===== config.mk =====
export PLATFORM = sky130hd
export DESIGN_NAME = trs_div_cell
export DESIGN_NICKNAME = d
export VERILOG_FILES = /design/src/rtl/trs_pkg.sv /design/src/rtl/trs_div_cell.sv
export SDC_FILE = /design/constraint.sdc
export NUM_CORES = 1
export LEC_CHECK = 0
export ABC_AREA = 1
export BUFFER_PORTS_ARGS = -buffer_cell sky130_fd_sc_hd__clkbuf_2
export CAP_MARGIN = 10
export CORE_AREA = 4 4 266 268
export CTS_CLUSTER_SIZE = 16
export DETAILED_ROUTE_END_ITERATION = 8
export DIE_AREA = 0 0 270 272
export GPL_TIMING_DRIVEN = 1
export PLACE_DENSITY = 0.49
export SYNTH_ARGS = -nofsm -noshare
export SYNTH_HDL_FRONTEND = slang
export SYNTH_SLANG_ARGS = --single-unit

===== constraint.sdc =====
create_clock -name clk -period 25.8 [get_ports clk]
set_clock_uncertainty 0.05 [all_clocks]
set_input_delay 2.58 -clock clk [delete_from_list [all_inputs] [get_ports clk]]
set_output_delay 2.58 -clock clk [all_outputs]
set_load 0.03 [all_outputs]

===== src/rtl/trs_pkg.sv =====
// shared types and constants of the trapezoid ramp speed block
package trs_pkg;

  localparam int unsigned SCALE_ONE     = 65536;
  localparam int unsigned SCALE_MIN_MAG = 131072;
  localparam int unsigned DRIVE_MAX     = 2047;
  localparam int unsigned QM_BITS       = 18;
  localparam int unsigned QR_BITS       = 11;

  typedef enum logic [2:0] {
    CFG_START  = 3'd0,
    CFG_CRUISE = 3'd1,
    CFG_END    = 3'd2,
    CFG_UP     = 3'd3,
    CFG_DOWN   = 3'd4
  } cfg_index_t;

  // front stage: magnitudes and band ranges
  typedef struct packed {
    logic [24:0]        p;
    logic [24:0]        l;
    logic               neg;
    logic               zero;
    logic [9:0]         st;
    logic [9:0]         mid;
    logic [9:0]         en;
    logic [15:0]        us;
    logic [15:0]        ds;
    logic signed [27:0] ur;
    logic signed [27:0] dr;
  } trs_front_t;

  // state carried along the division chain
  typedef struct packed {
    logic [24:0]        p;
    logic [24:0]        l;
    logic               neg;
    logic               zero;
    logic [9:0]         st;
    logic [9:0]         mid;
    logic [9:0]         en;
    logic signed [27:0] ur;
    logic signed [27:0] dr;
    logic               sum_neg;
    logic               sum_zero;
    logic               m_ovf;
    logic [27:0]        dm;
    logic [41:0]        rem_m;
    logic [17:0]        q_m;
    logic               up_ovf;
    logic [16:0]        dup;
    logic [25:0]        rem_up;
    logic [10:0]        q_up;
    logic               dn_ovf;
    logic [16:0]        ddn;
    logic [25:0]        rem_dn;
    logic [10:0]        q_dn;
  } trs_work_t;

  // back stage: band products and candidate speeds
  typedef struct packed {
    logic [24:0]        p;
    logic               neg;
    logic               zero;
    logic               st_ne;
    logic               en_ne;
    logic [9:0]         mid;
    logic signed [47:0] prod_up;
    logic signed [47:0] prod_dn;
    logic [10:0]        up_sp;
    logic [10:0]        dn_sp;
  } trs_back_t;

endpackage


===== src/rtl/trs_div_cell.sv =====
// one restoring division step for the scale and, in the low cells, both ramp quotients
module trs_div_cell #(
  parameter int unsigned IDX = 0
) (
  input  logic              clk,
  input  logic              rst,
  input  logic              in_valid,
  output logic              in_ready,
  input  trs_pkg::trs_work_t in_work,
  output logic              out_valid,
  input  logic              out_ready,
  output trs_pkg::trs_work_t out_work
);

  trs_pkg::trs_work_t work_next;
  logic [45:0]        dm_sh;
  logic [27:0]        dup_sh;
  logic [27:0]        ddn_sh;

  assign in_ready = !out_valid || out_ready;

  always_comb begin
    work_next = in_work;
    dm_sh = 46'(in_work.dm) << IDX;
    dup_sh = 28'(in_work.dup) << IDX;
    ddn_sh = 28'(in_work.ddn) << IDX;
    if (46'(in_work.rem_m) >= dm_sh) begin
      work_next.rem_m = in_work.rem_m - dm_sh[41:0];
      work_next.q_m[IDX] = 1'b1;
    end
    // ramp quotients only need the low bits
    if (IDX < trs_pkg::QR_BITS) begin
      if (28'(in_work.rem_up) >= dup_sh) begin
        work_next.rem_up = in_work.rem_up - dup_sh[25:0];
        work_next.q_up[IDX % trs_pkg::QR_BITS] = 1'b1;
      end
      if (28'(in_work.rem_dn) >= ddn_sh) begin
        work_next.rem_dn = in_work.rem_dn - ddn_sh[25:0];
        work_next.q_dn[IDX % trs_pkg::QR_BITS] = 1'b1;
      end
    end
  end

  always_ff @(posedge clk) begin
    if (rst) begin
      out_valid <= 1'b0;
    end else if (in_ready) begin
      out_valid <= in_valid;
    end
  end

  always_ff @(posedge clk) begin
    if (in_ready && in_valid) begin
      out_work <= work_next;
    end
  end

endmodule

==> out/qor.yml <==
status: "completed"
cts_tree: "built"
numCtsBuffers: 40
r2r_cells: 3
finalWorstSetupSlack_ns: 20.11
antenna_found_initial: 6
route.antenna.remaining_nets: 0
portBuffers: 683
grt-ovfl-total: 0
slew_viol_final: 0
arrival_ns: 3.06
grt_setup_unrepaired: "false"
tightestPinTransition_ns: 1.21
max-vdd-ir-drop_v: 0.0000405
synth_warnings: 0
fin_total_pwr_mw: 1.52
critPathRequiredTime_ns: 23.17
hpwl_um: 54800
synth_area_leader_cell: "edfxtp_1"
grt_pass1_wl_um: 95700
insertion_delay_ns: 0.56
rr_startpoint: "out_valid"
r2r_slack_ns: 22.39
grt_start_max_net_pins: 167
synth_area_leaders: "edfxtp_1 (59%), nand2_1 (13%), inv_1 (6.2%)"
layout_common_cells: "clkbuf_2 (683), nand2_1 (585), edfxtp_1 (339), inv_1 (286), nor2_1 (137)"
io_pins: 684
grt_pass1_vias: 14921
yosysUniqueCellTypes: 43
globalplace.congestion: 0.923
detail_route.drc_violations: 0
dieArea_mm2: 0.0734
area_growth_pct: 32.6
finalInstanceArea_mm2: 0.0228
cts-root-buf: "clkbuf_16"
clockBufferDepth: 3
synth_top_cell_area_share_pct: 59.1
end_kind: "output port"
dieHeight_um: 272
worstHoldStart: "out_valid"
drive_above_1_share_pct: 32.2
hp-class: "reg -> reg"
start_util_pct: 25.2
utilization_pct: 33.4
grt_usage_pct: 17.0
hold_end: "out_valid"
final_common_cell: "clkbuf_2"
core_mm2: 0.0683
tns_ns: 0
vias: 14792
crit_fanout: 2
dieWidth_um: 270
cts.htree.levels: 2
num-fill-cells: 7161
synthCells: 1788
setup_violations: 0
syn_area_per_cell_um2: 9.64
nets: 2908
min_path_cells: 2
r2r_end: "out_work[129]"
p_leak_nw: 11.0
worstSetupStartpointType: "input pin"
powerDensity_mw_per_mm2: 66.7
drv_cap: 0
path_clk_slew_ns: 0.06
timing.final.crit_share_pct: 22.0
clock-sinks: 340
viasPerCell: 4.33
postCtsHoldBufs: 0
place_area_mm2: 0.0216
wirelength_um: 65900
dp_slack_ns: 19.93
worstSetupPathType: "in -> out"
drtIter0Drc: 995
dr.pass1.iters: 5
cts_setup_buffers: 0
seq_area_frac_synth_pct: 59.2
post_cts_resized: 0
ys_ff_latch: 340
post_drt_wl_per_cell_um: 19.3
hold_viol_final: 0
core.rowCount: 96
max-slew-margin-rel_pct: 19.5
fmax_ghz: 0.176
synth_nets: 2196
syn_area_mm2: 0.0172
period_minus_slack_ns: 5.69
==> cell usage after synthesis, drive strengths merged <==
library cell,number
a21boi,2
a21o,4
a21oi,77
a31oi,3
and2,1
and3,1
buf,16
dfxtp,1
edfxtp,339
fa,3
ha,62
inv,290
nand2,612
nand2b,1
nand3,90
nand3b,7
nand4,29
nor2,151
nor3,14
o211ai,2
o21a,2
o21ai,28
o21bai,2
or2,5
xnor2,4
xor2,42
==> stage by stage <==
step                hold WS, ns  std cells
floorplan                 0.782       1788
CTS                       0.497       3410
finish                    0.502       3415
global placement          0.497       3340
global route              0.543       3414
detailed placement        0.489       3340
==> per-layer routing <==
metal	share of wire, %	track usage [%]	wire length, um	up-vias
met4	1.9	4.48	1260	0
met1	42	20.8	27400	7009
met2	49	29.7	32600	466
li1	-	-	-	7256
met5	0	0	0	-
met3	7.0	4.68	4620	61
==> final cells by class <==
| type | instances | area, um2 | share of cell area [%] |
|---|---|---|---|
| Clock inverter | 25 | 190 | 0.832 |
| Clock buffer | 45 | 1020 | 4.46 |
| Tap cell | 882 | 1100 | 4.83 |
| Timing Repair Buffer | 686 | 3450 | 15.1 |
| Sequential cell | 340 | 10200 | 44.6 |
| Antenna cell | 5 | 12.5 | 0.0548 |
| Inverter | 290 | 1090 | 4.78 |
| Multi-Input combinational cell | 1142 | 5780 | 25.3 |
==> power breakdown <==
group | switching (mW) | leakage [nW] | internal, mW
Clock | 0.237 | 0.572 | 0.296
Combinational | 0.227 | 7.14 | 0.0912
Sequential | 0.0116 | 3.28 | 0.660
Total | 0.475 | 11.0 | 1.05
==> critical path, cell delays in order <==
cell	delay (ns)
clkbuf_2	0.08
inv_1	0.11
nand2_1	0.09
clkbuf_2	0.19
==> worst max-delay path by stage <==
stage | from | slack (ns) | cells past startpoint | endpoint
global route | out_ready | 20.05 | 4 | in_ready
floorplan | in_valid | 5.74 | 2 | out_work[0]
finish | out_ready | 20.11 | 4 | in_ready
detailed placement | out_ready | 19.93 | 5 | out_work[129]
global placement | out_ready | 20.03 | 5 | out_work[129]
CTS | out_ready | 20.12 | 4 | in_ready
==> kinds of logic (layout without fill, tap and decap cells) <==
| group | after synthesis | count (layout) | synth area share [%] |
|---|---|---|---|
| other | 0 | 5 | 0 |
| DFF | 340 | 340 | 59.2 |
| adders and majority gates | 65 | 65 | 4.85 |
| buffers and inverters | 306 | 1046 | 7.34 |
| xor gates and xnor gates | 46 | 46 | 2.34 |
| AOI/OAI and AO/OA | 120 | 120 | 3.94 |
| and+or+nand+nor | 911 | 911 | 22.3 |
==> state kept, by name, summed over array words and instances (netlist names) <==
name and cells:
out_valid 1, out_work 339
No activity file was read; power rests on OpenSTA's default activity.
